$ cat config.mk
export PLATFORM = sky130hd
export DESIGN_NAME = json_string_escape_encoder
export DESIGN_NICKNAME = d
export VERILOG_FILES = /design/src/rtl/jse_pkg.sv /design/src/rtl/json_string_escape_encoder.sv /design/src/rtl/jse_front.sv /design/src/rtl/jse_queue.sv /design/src/rtl/jse_back.sv
export SDC_FILE = /design/constraint.sdc
export NUM_CORES = 1
export LEC_CHECK = 0
export BUFFER_PORTS_ARGS = -buffer_cell sky130_fd_sc_hd__buf_2
export CAP_MARGIN = 25
export CORE_ASPECT_RATIO = 0.5
export CORE_MARGIN = 1.5
export CORE_UTILIZATION = 39
export DETAILED_ROUTE_END_ITERATION = 8
export PLACE_DENSITY = 0.63
export SLEW_MARGIN = 20
export SYNTH_ARGS = -nofsm -noshare
export SYNTH_HDL_FRONTEND = slang
export SYNTH_SLANG_ARGS = --single-unit
$ cat constraint.sdc
create_clock -name clk -period 4.6 [get_ports clk]
set_clock_uncertainty 0.1 [all_clocks]
set_input_delay 0.92 -clock clk [delete_from_list [all_inputs] [get_ports clk]]
set_output_delay 0.92 -clock clk [all_outputs]
set_load 0.01 [all_outputs]
$ cat src/rtl/jse_pkg.sv
// ----------------------------------------------------------------------------
// jse_pkg
// Shared types, constants and helper functions of the JSON string escape
// encoder.
// ----------------------------------------------------------------------------
package jse_pkg;

  // Input item and result item.
  typedef struct packed {
    logic [7:0] in_byte;
    logic       string_end;
  } jse_in_t;

  typedef struct packed {
    logic [7:0] out_byte;
    logic       run_last;
    logic       string_last;
  } jse_out_t;

  // Work handed from the front part to the back part.
  typedef enum logic [1:0] {
    CMD_BYTE = 2'd0,  // one byte as it is
    CMD_ESC  = 2'd1,  // backslash and one character
    CMD_U16  = 2'd2,  // \u escape of a 16-bit value
    CMD_CODE = 2'd3   // a decoded code point
  } jse_kind_t;

  typedef struct packed {
    jse_kind_t   kind;
    logic [20:0] code;
    logic        str_end;
  } jse_cmd_t;

  localparam int unsigned QDEPTH = 4;
  localparam int unsigned QAW    = $clog2(QDEPTH);

  localparam logic [3:0] DFA_ACCEPT = 4'd0;
  localparam logic [3:0] DFA_REJECT = 4'd1;
  localparam logic [3:0] DFA_STATES = 4'd9;

  localparam logic [20:0] REPLACEMENT = 21'h00FFFD;

  localparam logic [7:0] CH_BSLASH = 8'h5C;
  localparam logic [7:0] CH_QUOTE  = 8'h22;
  localparam logic [7:0] CH_U      = 8'h75;

  // Configuration register index.
  localparam logic REG_ASCII_MODE = 1'b0;

  localparam logic [3:0] NEXT_STATE [0:8][0:11] = '{
    '{4'd0, 4'd1, 4'd2, 4'd3, 4'd5, 4'd8, 4'd7, 4'd1, 4'd1, 4'd1, 4'd4, 4'd6},
    '{4'd1, 4'd1, 4'd1, 4'd1, 4'd1, 4'd1, 4'd1, 4'd1, 4'd1, 4'd1, 4'd1, 4'd1},
    '{4'd1, 4'd0, 4'd1, 4'd1, 4'd1, 4'd1, 4'd1, 4'd0, 4'd1, 4'd0, 4'd1, 4'd1},
    '{4'd1, 4'd2, 4'd1, 4'd1, 4'd1, 4'd1, 4'd1, 4'd2, 4'd1, 4'd2, 4'd1, 4'd1},
    '{4'd1, 4'd1, 4'd1, 4'd1, 4'd1, 4'd1, 4'd1, 4'd2, 4'd1, 4'd1, 4'd1, 4'd1},
    '{4'd1, 4'd2, 4'd1, 4'd1, 4'd1, 4'd1, 4'd1, 4'd1, 4'd1, 4'd2, 4'd1, 4'd1},
    '{4'd1, 4'd1, 4'd1, 4'd1, 4'd1, 4'd1, 4'd1, 4'd3, 4'd1, 4'd3, 4'd1, 4'd1},
    '{4'd1, 4'd3, 4'd1, 4'd1, 4'd1, 4'd1, 4'd1, 4'd3, 4'd1, 4'd3, 4'd1, 4'd1},
    '{4'd1, 4'd3, 4'd1, 4'd1, 4'd1, 4'd1, 4'd1, 4'd1, 4'd1, 4'd1, 4'd1, 4'd1}
  };

  function automatic logic [3:0] byte_class(input logic [7:0] b);
    logic [3:0] c;
    if (b < 8'h80)       c = 4'd0;
    else if (b < 8'h90)  c = 4'd1;
    else if (b < 8'hA0)  c = 4'd9;
    else if (b < 8'hC0)  c = 4'd7;
    else if (b < 8'hC2)  c = 4'd8;
    else if (b < 8'hE0)  c = 4'd2;
    else if (b == 8'hE0) c = 4'd10;
    else if (b == 8'hED) c = 4'd4;
    else if (b < 8'hF0)  c = 4'd3;
    else if (b == 8'hF0) c = 4'd11;
    else if (b < 8'hF4)  c = 4'd6;
    else if (b == 8'hF4) c = 4'd5;
    else                 c = 4'd8;
    return c;
  endfunction

  // Lowercase hex digit.
  function automatic logic [7:0] hex_char(input logic [3:0] n);
    logic [7:0] r;
    if (n < 4'd10) r = 8'h30 + {4'd0, n};
    else           r = 8'h57 + {4'd0, n};
    return r;
  endfunction

  // Byte at position pos (0..5) of the escape \uXXXX of v.
  function automatic logic [7:0] u16_char(input logic [15:0] v, input logic [2:0] pos);
    logic [7:0] r;
    case (pos)
      3'd0:    r = CH_BSLASH;
      3'd1:    r = CH_U;
      3'd2:    r = hex_char(v[15:12]);
      3'd3:    r = hex_char(v[11:8]);
      3'd4:    r = hex_char(v[7:4]);
      default: r = hex_char(v[3:0]);
    endcase
    return r;
  endfunction

endpackage

$ cat src/rtl/json_string_escape_encoder.sv
// ----------------------------------------------------------------------------
// json_string_escape_encoder
// Turns a UTF-8 byte stream into JSON-escaped string text.
// ----------------------------------------------------------------------------
// The encoder accepts one input byte per cycle while full is low. The front
// part decodes UTF-8 and classifies each byte in the cycle it is accepted and
// writes one command into a four-entry queue; the back part turns a command
// into its output bytes at one byte per cycle through the output register,
// while that register is empty or being popped. An item produces 0 to 12
// output bytes; a byte that only continues an open sequence writes no
// command at all. Input only stalls while the queue is full behind a long
// escape or a stalled consumer. The first result of an item passes through
// the command queue and then the output register before it reaches the
// output ports. Register ascii_mode lies at byte address 0 and is to be
// written only while the block is idle; the block itself does not enforce it.
module json_string_escape_encoder (
  input  logic              clk,
  input  logic              rst_n,
  input  logic              push,
  output logic              full,
  input  jse_pkg::jse_in_t  in_data,
  output logic              empty,
  input  logic              pop,
  output jse_pkg::jse_out_t out_data,
  input  logic              psel,
  input  logic              penable,
  input  logic              pwrite,
  input  logic [2:0]        paddr,
  input  logic [31:0]       pwdata,
  output logic [31:0]       prdata,
  output logic              pready
);

  logic              ascii_mode_r;
  logic              accept;
  logic              cmd_push;
  jse_pkg::jse_cmd_t cmd;
  jse_pkg::jse_cmd_t head;
  logic              head_valid;
  logic              head_pop;
  logic              q_full;

  assign pready = 1'b1;
  assign prdata = (paddr[2] == jse_pkg::REG_ASCII_MODE) ? {31'd0, ascii_mode_r} : 32'd0;

  always_ff @(posedge clk) begin
    if (!rst_n) begin
      ascii_mode_r <= 1'b0;
    end else if (psel && penable && pwrite && paddr[2] == jse_pkg::REG_ASCII_MODE) begin
      ascii_mode_r <= pwdata[0];
    end
  end

  assign full   = q_full;
  assign accept = push && !q_full;

  jse_front u_front (
    .clk      (clk),
    .rst_n    (rst_n),
    .accept   (accept),
    .in_item  (in_data),
    .cmd_push (cmd_push),
    .cmd      (cmd)
  );

  jse_queue u_queue (
    .clk      (clk),
    .rst_n    (rst_n),
    .wr_en    (cmd_push),
    .wr_cmd   (cmd),
    .q_full   (q_full),
    .rd_en    (head_pop),
    .rd_cmd   (head),
    .rd_valid (head_valid)
  );

  jse_back u_back (
    .clk        (clk),
    .rst_n      (rst_n),
    .ascii_mode (ascii_mode_r),
    .head       (head),
    .head_valid (head_valid),
    .head_pop   (head_pop),
    .out_data   (out_data),
    .empty      (empty),
    .pop        (pop)
  );

endmodule

$ cat src/rtl/jse_front.sv
// ----------------------------------------------------------------------------
// jse_front
// Accepts input bytes, runs the UTF-8 decoder state and classifies each byte
// into at most one command for the back part.
// ----------------------------------------------------------------------------
module jse_front (
  input  logic             clk,
  input  logic             rst_n,
  input  logic             accept,
  input  jse_pkg::jse_in_t in_item,
  output logic             cmd_push,
  output jse_pkg::jse_cmd_t cmd
);

  logic [3:0]  dfa_state_r, dfa_state_nxt;
  logic [20:0] partial_r, partial_nxt;

  logic [7:0]  b;
  logic        str_end;
  logic [3:0]  cls;
  logic [3:0]  ns;
  logic [7:0]  lead_mask;
  logic [20:0] pc_new;
  logic [7:0]  esc;

  assign b       = in_item.in_byte;
  assign str_end = in_item.string_end;
  assign cls     = jse_pkg::byte_class(b);
  assign lead_mask = 8'hFF >> cls;

  always_comb begin
    if (dfa_state_r == jse_pkg::DFA_ACCEPT) pc_new = {13'd0, lead_mask & b};
    else                                   pc_new = {partial_r[14:0], b[5:0]};
    if (dfa_state_r < jse_pkg::DFA_STATES) ns = jse_pkg::NEXT_STATE[dfa_state_r][cls];
    else                                   ns = jse_pkg::DFA_REJECT;
  end

  always_comb begin
    unique case (b)
      jse_pkg::CH_QUOTE:  esc = jse_pkg::CH_QUOTE;
      jse_pkg::CH_BSLASH: esc = jse_pkg::CH_BSLASH;
      8'h0C:              esc = 8'h66;
      8'h0A:              esc = 8'h6E;
      8'h0D:              esc = 8'h72;
      8'h09:              esc = 8'h74;
      default:            esc = 8'h00;
    endcase
  end

  always_comb begin
    dfa_state_nxt = dfa_state_r;
    partial_nxt   = partial_r;
    cmd_push      = 1'b0;
    cmd.kind      = jse_pkg::CMD_BYTE;
    cmd.code      = {13'd0, b};
    cmd.str_end   = str_end;
    if (accept) begin
      cmd_push = 1'b1;
      if (dfa_state_r != jse_pkg::DFA_ACCEPT || b[7]) begin
        cmd.kind = jse_pkg::CMD_CODE;
        if (ns == jse_pkg::DFA_ACCEPT) begin
          cmd.code      = pc_new;
          dfa_state_nxt = ns;
          partial_nxt   = pc_new;
        end else if (ns == jse_pkg::DFA_REJECT || str_end) begin
          cmd.code      = jse_pkg::REPLACEMENT;
          dfa_state_nxt = jse_pkg::DFA_ACCEPT;
          partial_nxt   = '0;
        end else begin
          // Sequence still open: nothing to emit yet.
          cmd_push      = 1'b0;
          dfa_state_nxt = ns;
          partial_nxt   = pc_new;
        end
      end else if (b >= 8'h20 && b != jse_pkg::CH_QUOTE && b != jse_pkg::CH_BSLASH) begin
        cmd.kind = jse_pkg::CMD_BYTE;
      end else if (esc != 8'h00) begin
        cmd.kind = jse_pkg::CMD_ESC;
        cmd.code = {13'd0, esc};
      end else begin
        cmd.kind = jse_pkg::CMD_U16;
      end
      if (str_end) begin
        dfa_state_nxt = jse_pkg::DFA_ACCEPT;
        partial_nxt   = '0;
      end
    end
  end

  always_ff @(posedge clk) begin
    if (!rst_n) begin
      dfa_state_r <= jse_pkg::DFA_ACCEPT;
      partial_r   <= '0;
    end else begin
      dfa_state_r <= dfa_state_nxt;
      partial_r   <= partial_nxt;
    end
  end

endmodule

$ cat src/rtl/jse_queue.sv
// ----------------------------------------------------------------------------
// jse_queue
// Short command queue that decouples the front part from the back part.
// ----------------------------------------------------------------------------
module jse_queue (
  input  logic              clk,
  input  logic              rst_n,
  input  logic              wr_en,
  input  jse_pkg::jse_cmd_t wr_cmd,
  output logic              q_full,
  input  logic              rd_en,
  output jse_pkg::jse_cmd_t rd_cmd,
  output logic              rd_valid
);

  jse_pkg::jse_cmd_t            entry_r [jse_pkg::QDEPTH];
  logic [jse_pkg::QAW-1:0]      wptr_r, rptr_r;
  logic [jse_pkg::QAW:0]        count_r;

  assign q_full   = (count_r == (jse_pkg::QAW+1)'(jse_pkg::QDEPTH));
  assign rd_valid = (count_r != '0);
  assign rd_cmd   = entry_r[rptr_r];

  always_ff @(posedge clk) begin
    if (wr_en) entry_r[wptr_r] <= wr_cmd;
  end

  always_ff @(posedge clk) begin
    if (!rst_n) begin
      wptr_r  <= '0;
      rptr_r  <= '0;
      count_r <= '0;
    end else begin
      if (wr_en) wptr_r <= wptr_r + 1'b1;
      if (rd_en) rptr_r <= rptr_r + 1'b1;
      if (wr_en && !rd_en)      count_r <= count_r + 1'b1;
      else if (!wr_en && rd_en) count_r <= count_r - 1'b1;
    end
  end

endmodule

$ cat src/rtl/jse_back.sv
// ----------------------------------------------------------------------------
// jse_back
// Expands each command into its output bytes, one per cycle into an output
// register while that register is empty or being popped.
// ----------------------------------------------------------------------------
module jse_back (
  input  logic              clk,
  input  logic              rst_n,
  input  logic              ascii_mode,
  input  jse_pkg::jse_cmd_t head,
  input  logic              head_valid,
  output logic              head_pop,
  output jse_pkg::jse_out_t out_data,
  output logic              empty,
  input  logic              pop
);

  jse_pkg::jse_out_t out_r;
  logic              out_valid_r;
  logic [3:0]        idx_r;

  logic [3:0]  len;
  logic [7:0]  byte_now;
  logic        load;
  logic        last;
  logic [20:0] c;
  logic [20:0] d;
  logic        big;
  logic [15:0] v;
  logic [3:0]  pos;

  assign c   = head.code;
  assign big = (c >= 21'h010000);
  assign d   = c - 21'h010000;

  always_comb begin
    len = 4'd1;
    case (head.kind)
      jse_pkg::CMD_BYTE: len = 4'd1;
      jse_pkg::CMD_ESC:  len = 4'd2;
      jse_pkg::CMD_U16:  len = 4'd6;
      default: begin
        if (ascii_mode)          len = big ? 4'd12 : 4'd6;
        else if (c < 21'h000080) len = 4'd1;
        else if (c < 21'h000800) len = 4'd2;
        else if (!big)           len = 4'd3;
        else                     len = 4'd4;
      end
    endcase
  end

  // Escape value and position for the \u forms; the low surrogate starts at byte six.
  always_comb begin
    if (head.kind == jse_pkg::CMD_CODE && big) begin
      if (idx_r < 4'd6) v = 16'hD800 | {6'd0, d[19:10]};
      else              v = 16'hDC00 | {6'd0, d[9:0]};
    end else begin
      v = c[15:0];
    end
    pos = (idx_r < 4'd6) ? idx_r : idx_r - 4'd6;
  end

  always_comb begin
    byte_now = c[7:0];
    case (head.kind)
      jse_pkg::CMD_BYTE: byte_now = c[7:0];
      jse_pkg::CMD_ESC:  byte_now = (idx_r == 4'd0) ? jse_pkg::CH_BSLASH : c[7:0];
      jse_pkg::CMD_U16:  byte_now = jse_pkg::u16_char(v, pos[2:0]);
      default: begin
        if (ascii_mode) begin
          byte_now = jse_pkg::u16_char(v, pos[2:0]);
        end else if (len == 4'd1) begin
          byte_now = {1'b0, c[6:0]};
        end else if (idx_r == 4'd0) begin
          case (len)
            4'd2:    byte_now = {3'b110, c[10:6]};
            4'd3:    byte_now = {4'b1110, c[15:12]};
            default: byte_now = {5'b11110, c[20:18]};
          endcase
        end else if (idx_r == len - 4'd1) begin
          byte_now = {2'b10, c[5:0]};
        end else if (idx_r == len - 4'd2) begin
          byte_now = {2'b10, c[11:6]};
        end else begin
          byte_now = {2'b10, c[17:12]};
        end
      end
    endcase
  end

  assign load     = head_valid && (!out_valid_r || pop);
  assign last     = (idx_r == len - 4'd1);
  assign head_pop = load && last;

  always_ff @(posedge clk) begin
    if (load) begin
      out_r.out_byte    <= byte_now;
      out_r.run_last    <= last;
      out_r.string_last <= last && head.str_end;
    end
  end

  always_ff @(posedge clk) begin
    if (!rst_n) begin
      out_valid_r <= 1'b0;
      idx_r       <= '0;
    end else begin
      if (load) begin
        out_valid_r <= 1'b1;
        idx_r       <= last ? 4'd0 : idx_r + 4'd1;
      end else if (pop) begin
        out_valid_r <= 1'b0;
      end
    end
  end

  assign out_data = out_r;
  assign empty    = !out_valid_r;

endmodule
# ---- Word-level counts from Yosys, hierarchy flattened
# Memories as Yosys holds them, arrays and structs flattened. A register that Yosys moved wholly into a read port is not among the register bits.
# Cells that the tools add are included.
dict set report op_classes {
  n_eq_ne 26
  bitwise 4
  n_reduce_logical 31
  shift 1
  mux 72
  n_lt_le_gt_ge 20
  addsub 17
}
# cell n
set ops {}
lappend ops {{4-bit 2-to-1 mux} 24}
lappend ops {{48-bit 2-to-1 mux} 2}
lappend ops {{8-bit 2-to-1 mux} 10}
lappend ops {{8-bit < comparator, second input constant} 8}
lappend ops {{21-bit 2-to-1 mux} 3}
lappend ops {{15-bit 2-to-1 mux} 4}
lappend ops {{23-bit 2-to-1 mux} 2}
lappend ops {{7-bit one-hot mux with 6 select lines} 1}
lappend ops {{8-bit one-hot mux with 5 select lines} 1}
lappend ops {{7-bit by 4-bit adder with 8-bit output, first input constant} 4}
lappend ops {{8-bit by 4-bit == test with 1-bit output, second input constant} 4}
lappend ops {{8-bit == test, second input constant} 4}
lappend ops {{16-bit 2-to-1 mux} 2}
lappend ops {{6-bit by 4-bit adder with 7-bit output, first input constant} 4}
lappend ops {{8-bit one-hot mux with 3 select lines} 1}
lappend ops {{21-bit by 17-bit >= comparator with 1-bit output, second input constant} 1}
lappend ops {{21-bit by 12-bit < comparator with 1-bit output, second input constant} 1}
lappend ops {{21-bit by 8-bit < comparator with 1-bit output, second input constant} 1}
lappend ops {{4-bit < comparator, second input constant} 5}
lappend ops {{20-bit by 17-bit subtractor with 20-bit output, second input constant} 1}
lappend ops {{4-bit binary-select mux with 4-bit select} 1}
lappend ops {{1-bit logical AND} 12}
lappend ops {{4-bit logical NOT} 3}
lappend ops {{3-bit 2-to-1 mux} 4}
lappend ops {{41 further kinds} 68}
dict set report word_totals {
  mem_count 2
  romBits 768
  ram_bits 96
  regBits 42
}
# name depth width rd rd_ports_with_merged_regs write_ports line
set mem_list {}
lappend mem_list {{(name not given)} 16 48 1 0 0 jse_front.sv:34} ;# if (dfa_state_r < jse_pkg::DFA_STATES) ns = jse_pkg::NEXT_STATE[dfa_state_r][cls];
lappend mem_list {u_queue.entry_r 4 24 1 1 1 jse_queue.sv:16} ;# jse_pkg::jse_cmd_t entry_r [jse_pkg::QDEPTH];

# ---- Depth between registers and ports, before layout
# Gate-level depths: netlist of the first run.
dict set report depth {
  ltp_word 28
  depth_mapped 23
  ltp_nobuf 22
}

# ---- Cells and area by module
# A second synthesis of the first run with hierarchy kept.
dict set report hier_totals {
  cells_unflattened 839
  hier_area_um2 8906.0
}
# module area_each_um2 cells_per_inst seq_area_each_um2 instances
set modules_own_cells {}
lappend modules_own_cells {jse_queue 3950.0 169 3062.9 1}
lappend modules_own_cells {jse_back 2661.3 363 400.4 1}
lappend modules_own_cells {jse_front 1973.1 266 380.4 1}
lappend modules_own_cells {json_string_escape_encoder 321.6 41 20.0 1}

# ---- Worst setup path before layout of the first run
# OpenSTA, ideal clock, no wires.
dict set report synth_timing {
  path_kind {register to register}
  from {reg (tool-made name)}
  to {reg u_queue.count_r[2] (netlist name)}
  required_ns 4.424
  path_slack_ns -0.299
  stages_incl_launch_ff 23
  t_arrival_ns 4.723
  path_cell_list {dfxtp_1 > clkbuf_1 > clkbuf_1 > mux4_2 > nor4_4 > nand3_2 > o211ai_1 > and2_1 > ha_1 > nor2_1 > a21boi_0 > a311o_1 > nor2_2 > a221oi_2 > o311ai_2 > inv_2 > nand2_1 > ha_1 > inv_1 > fa_1 > xor2_1 > or3_1 > a21boi_0}
}
# item line
set synth_rtl {}
lappend synth_rtl {{end signal: assignment} jse_queue.sv:36} ;# if (wr_en && !rd_en) count_r <= count_r + 1'b1;
lappend synth_rtl {{end signal: assignment} jse_queue.sv:37} ;# else if (!wr_en && rd_en) count_r <= count_r - 1'b1;
lappend synth_rtl {{end: declaration} jse_queue.sv:18} ;# logic [jse_pkg::QAW:0] count_r;

==> run_results.csv, run 1 <==
group,metric,value,unit
critical_path,path_buf_inv,4,
cts,cts.clk_slew.worst_paths,60,ps
global_route,grt_pass1_vias,6791,
power_and_ir_drop,total_power,6280,µW
route,wl_per_cell,19.3,µm
min_path,hp-class,"flop to flop",
floorplan,rows,38,
critical_path,cp.depth,22,
placed_design,hpwl,17600,µm
sta,min_period,4820,ps
critical_path,worstPathArrival,5080,ps
critical_path,cpPeakStageDelay,560,ps
synth,avgSynthCellArea,10.4,µm²
cts,cts_sinks,140,
power_and_ir_drop,max-vdd-ir-drop,0.296,mV
route,vias_per_cell,5.66,
sta,setup_ws,-222,ps
sta,worst_slew_pin_slew,814,ps
synth,synthesis.area,0.00865,mm²
synth,ys_warn_count,0,
cts,tritoncts,"built",
cts,clock_latency,440,ps
placed_design,place_congestion,0.956,
synth,synth_largest_area_cell,"edfxtp_1",
layout,nNetsFinal,1039,
global_route,grt_overflow,0,
placed_design,post_dp_cell_area,0.00977,mm²
route,dr.pass1.iters,5,
critical_path,required,4850,ps
critical_path,crit_family,"compound AO/OA/AOI/OAI gates",
power_and_ir_drop,p_leak,0.00402,µW
sta,finalSetupTns,-1080,ps
synth,synth.area.top_cells,"edfxtp_1, dfxtp_1, mux4_2",
synth,synth_edf_count,106,
placed_design,portBuffers,30,
critical_path,worst_path_max_delay_cell,"mux4_2",
sta,max-slew-margin-rel,45.2,%
layout,syn_to_final_growth,24.3,%
sta,finalHoldViolations,0,
synth,synth.most_common_cell,"edfxtp_1",
critical_path,end_kind,"flop",
synth,ys.flop_type,"edfxtp_1",
route,drt-total-wl,24600,µm
synth,ys_types,95,
synth,synth_seq_cells,140,
critical_path,crit_path_end,"u_queue.count_r[2]",
floorplan,dieArea,0.0231,mm²
layout,fillers,1958,
synth,synth_common_cells,"edfxtp_1, nand2_1, o21ai_0, a21oi_1, nor2_1",
critical_path,reg2reg_slack,-220,ps
sta,setup_viol,7,
critical_path,rr_worst_depth,22,
sta,rsz0062_at_grt,"true",
floorplan,die_h,108,µm
cts,cts_root_buffer,"clkbuf_16",
route,drt_iter0_markers,681,
run_status,violations,"negative setup slack",
job,drv_cap,0,
run_status,outcome,"finished, violations left",
layout,antenna_cells,0,
sta,fin_crit_sh,105,%
power_and_ir_drop,p_per_area,584,mW/mm²
layout,finalInstanceArea,0.0108,mm²
sta,drv_slew,0,
route,route.detailed.drc,0,
floorplan,boundaryPins,96,
synth,async_flop_share,0,%
global_route,grt_max_degree,26,
floorplan,core,0.0217,mm²
cts,cts_buffers,17,
global_route,grt.total_usage,21.7,%
critical_path,crit_path_start_kind,"flop",
sta,fmax,207,MHz
floorplan,start_util,39.8,%
synth,ys_seq_area_share,44.7,%
cts,htreeDepth,4,
critical_path,worstPathCellList,"buf_12 > buf_12 > mux4_2 > nor4_4 > a21boi_1 > o211ai_1 > and2_4 > ha_4 > nor2_4 > a21boi_2 > a311o_1 > nor2_4 > a221oi_4 > o311ai_4 > inv_2 > nand2_4 > ha_4 > inv_2 > fa_2 > xor2_1 > or3_1 > a21boi_1",
layout,layout-drive-gt1-share,27.2,%
route,ant_nets,0,
critical_path,path_max_fanout,7,
critical_path,crit_type,"flop to flop",
cts,clock_tree.buffer_depth,2,
floorplan,die_w,214,µm
sta,whs,374,ps
synth,synth_top_area_share,36.8,%
critical_path,reg2reg_to,"u_queue.count_r[2]",
global_route,grt_pass1_wl,37900,µm
global_route,antenna_found_initial,0,
route,vias,7212,
synth,postSynthCellCount,835,
## final cells by class
| cell class | count | area, µm² | share of cell area [%] |
|---|---|---|---|
| clock buffer | 17 | 425 | 3.96 |
| clock inverter | 15 | 165 | 1.54 |
| inverter | 36 | 135 | 1.26 |
| multi-input combinational | 615 | 4570 | 42.5 |
| sequential | 140 | 3860 | 35.9 |
| tap | 300 | 375 | 3.49 |
| timing repair buffer | 152 | 1220 | 11.3 |
## cell usage in the layout, fill, tap and decap left out, types with 9 or more instances in the layout
| cell | n |
|---|---|
| a31oi_1 | 9 |
| and3_1 | 12 |
| nor2_1 | 43 |
| nor2b_1 | 10 |
| and2_1 | 19 |
| nand2_1 | 77 |
| conb_1 | 32 |
| buf_12 | 9 |
| edfxtp_1 | 106 |
| nor3_1 | 21 |
| a21oi_1 | 50 |
| inv_1 | 32 |
| dfxtp_1 | 33 |
| nand3_1 | 12 |
| xnor2_1 | 13 |
| ha_1 | 20 |
| buf_4 | 102 |
| a22o_1 | 13 |
| clkbuf_16 | 17 |
| or3_1 | 10 |
| o21ai_0 | 56 |
| buf_2 | 30 |
| buf_6 | 11 |
| mux4_2 | 23 |
## cell families (layout without fill, tap and decap cells)
kind of cell	Yosys count	count (layout)	synth area share (%)
DFF	140	140	44.7
buffers and inverters	110	220	6.55
and+or+nand+nor	263	263	16.1
muxes	37	37	7.89
AOI/OAI and AO/OA	239	239	19.0
other	2	32	0.0868
adders and majority gates	26	26	3.85
xor gates and xnor gates	18	18	1.82
## worst min-delay path by stage
stage                          startpoint                     to  slack [ps]  depth (start not counted)
detailed placement  u_front.partial_r[13]  u_front.partial_r[13]         360                          1
finish              u_front.partial_r[13]  u_front.partial_r[13]         370                          1
global route        u_front.partial_r[11]  u_front.partial_r[11]         390                          1
CTS                 u_front.partial_r[13]  u_front.partial_r[13]         380                          1
global placement    u_front.partial_r[11]  u_front.partial_r[11]         350                          1
floorplan           u_front.partial_r[10]  u_front.partial_r[10]         340                          1
## sequential cells by signal, indices dropped and copies added (netlist names), named ones only
register	flops
u_back.idx_r	4
u_queue.wptr_r	2
u_back.out_data	10
u_queue.rptr_r	2
u_queue.entry_r	96
u_queue.count_r	3
u_front.dfa_state_r	4
u_front.partial_r	15
u_back.out_valid_r	1
ascii_mode_r	1
## metal layers
metal / wire length [µm] / share of wire (%) / vias to the layer above / GRT usage (%)
met4: 575 / 2.3 / 0 / 7.39
met2: 11200 / 46 / 233 / 34.6
li1: - / - / 3359 / -
met3: 1230 / 5.0 / 47 / 3.57
met1: 11600 / 47 / 3573 / 30.1
met5: 0 / 0 / - / 0
## power breakdown
group / switching (µW) / total (µW) / internal, µW
Clock: 594 / 1400 / 809
Combinational: 1780 / 3190 / 1410
Sequential: 86.8 / 1690 / 1600
Total: 2460 / 6280 / 3820
## what timing repair did
item / in CTS / in global routing
buffers inserted: 7 / 15
endpoints found under the hold margin: 0 / 0
gates resized for setup: 16 / 39
setup endpoints to repair: 7 / 11
pin swaps: 6 / 28
hold buffers: 0 / 0
## through the flow
stage          cells  setup WS [ps]  utilization [%]
5_1_grt         1275           -402             49.5
4_1_cts         1262           -105             48.2
2_1_floorplan    865          -4.69                -
6_report        1275           -222             49.5
3_3_place_gp    1223           -127             45.0
3_5_place_dp    1223           -218             45.0
Note: power is estimated with default switching activity, not from simulation.
==> run 2, diff against run 1 <==
--- a/config.mk
+++ b/config.mk
@@ -12,6 +12,7 @@
 export CORE_UTILIZATION = 39
 export DETAILED_ROUTE_END_ITERATION = 8
 export PLACE_DENSITY = 0.63
+export SKIP_CTS_REPAIR_TIMING = 1
 export SLEW_MARGIN = 20
 export SYNTH_ARGS = -nofsm -noshare
 export SYNTH_HDL_FRONTEND = slang
==> run_results.csv, run 2 (same netlist as run 1, synthesis figures left out) <==
group,metric,value,unit
route,vias,7162,
cts,clock_tree.buffer_depth,2,
layout,antenna_cells,0,
power_and_ir_drop,p_per_area,585,mW/mm²
sta,setup_ws,-225,ps
sta,fmax,207,MHz
run_status,outcome,"finished, violations left",
cts,clock_latency,440,ps
min_path,hold_start,"u_front.partial_r[13]",
critical_path,required,4680,ps
power_and_ir_drop,max-vdd-ir-drop,0.294,mV
critical_path,crit_path_start_kind,"flop",
placed_design,portBuffers,30,
global_route,grt_pass1_wl,37600,µm
sta,min_period,4820,ps
critical_path,path_max_fanout,7,
cts,cts_root_buffer,"clkbuf_16",
critical_path,end_kind,"flop",
placed_design,hpwl,17600,µm
layout,layout-drive-gt1-share,26.5,%
placed_design,post_dp_cell_area,0.00977,mm²
min_path,hp-class,"flop to flop",
global_route,grt_pass1_vias,6739,
critical_path,rr_worst_depth,19,
floorplan,die_h,108,µm
min_path,min_path_cells,1,
layout,largest_register_ff_count,96,
layout,finalInstanceArea,0.0107,mm²
floorplan,dieArea,0.0231,mm²
floorplan,boundaryPins,96,
route,dr.pass1.iters,5,
critical_path,crit_type,"flop to flop",
floorplan,start_util,39.8,%
layout,final_cell_mix,"edfxtp_1, buf_4, nand2_1, o21ai_0, a21oi_1",
layout,seq_area,0.00386,mm²
route,route.detailed.drc,0,
run_status,violations,"negative setup slack",
layout,multi_input_area,0.00455,mm²
cts,htreeDepth,4,
sta,finalHoldViolations,0,
critical_path,worstPathArrival,4910,ps
route,vias_per_cell,5.65,
cts,cts_sinks,140,
floorplan,rows,38,
route,ant_nets,0,
layout,syn_to_final_growth,23.3,%
power_and_ir_drop,p_leak,0.00398,µW
layout,nNetsFinal,1031,
layout,fillers,1966,
sta,worst_slew_pin_slew,816,ps
route,drt_iter0_markers,694,
job,drv_cap,0,
critical_path,worstPathCellList,"buf_12 > buf_12 > mux4_2 > nor4_4 > a21boi_1 > o211ai_1 > and2_4 > ha_4 > nor2_2 > a21boi_2 > a311o_1 > buf_4 > o21a_1 > o221ai_4 > buf_6 > buf_4 > mux2i_1 > nor3_1 > or3_1",
cts,cts.clk_slew.worst_paths,70,ps
placed_design,place_congestion,0.956,
global_route,grt_overflow,0,
sta,drv_slew,0,
sta,rsz0062_at_grt,"true",
global_route,grt.total_usage,21.6,%
cts,tritoncts,"built",
critical_path,cpPeakStageDelay,540,ps
sta,setup_viol,7,
cts,cts_buffers,17,
floorplan,core,0.0217,mm²
power_and_ir_drop,total_power,6250,µW
floorplan,die_w,214,µm
global_route,antenna_found_initial,0,
sta,max-slew-margin-rel,45.1,%
critical_path,worst_path_max_delay_cell,"mux4_2",
layout,largest_register,"u_queue.entry_r",
route,drt-total-wl,24400,µm
global_route,grt_max_degree,26,
sta,finalSetupTns,-1060,ps
sta,fin_crit_sh,105,%
layout,final_common_cell,"edfxtp_1",
route,wl_per_cell,19.3,µm
[run 2: final timing paths]
kind	endpoint	slack [ps]
hold / removal	u_front.partial_r[13]	370
hold reg to reg	u_front.partial_r[13]	370
setup / recovery	u_back.out_data[5]	-220
setup reg to reg	u_back.out_data[5]	-220
[run 2: layer usage]
metal / global-route usage, % / routed length, µm
met1: 29.8 / 11600
met2: 34.7 / 11400
met3: 3.57 / 1140
met4: 6.94 / 333
met5: 0 / 0
[run 2: worst max-delay path, delay by kind of cell, from the launching register on]
family | cells | cell delay (ps)
fa+ha+maj | 1 | 150
flops | 1 | 360
buf+inv | 5 | 700
mux | 2 | 750
simple gates | 5 | 1060
compound gates | 6 | 1470
[run 2: area by class of cell]
cell class	instances	share of cell area [%]
clock buffers	17	3.99
multi-input cells	615	42.7
well taps	300	3.52
clock inverters	15	1.55
flip-flops and latches	140	36.2
repair buffers	144	10.8
inverters	36	1.27
[run 2: metrics by stage]
stage / hold WS, ps / utilization (%) / instances / setup WS (ps)
finish: 375 / 49.1 / 1267 / -225
global route: 392 / 49.1 / 1267 / -436
CTS: 376 / 47.7 / 1255 / -251
detailed placement: 357 / 45.0 / 1223 / -218
global placement: 354 / 45.0 / 1223 / -127
floorplan: 341 / - / 865 / -4.69
[run 2: where the power goes]
| group | internal, µW | switching [µW] | leakage, µW | total, µW |
|---|---|---|---|---|
| Combinational | 1380 | 1770 | 0.00245 | 3150 |
| Clock | 809 | 593 | 0.000279 | 1400 |
| Sequential | 1600 | 86.0 | 0.00125 | 1690 |
| Total | 3800 | 2450 | 0.00398 | 6250 |
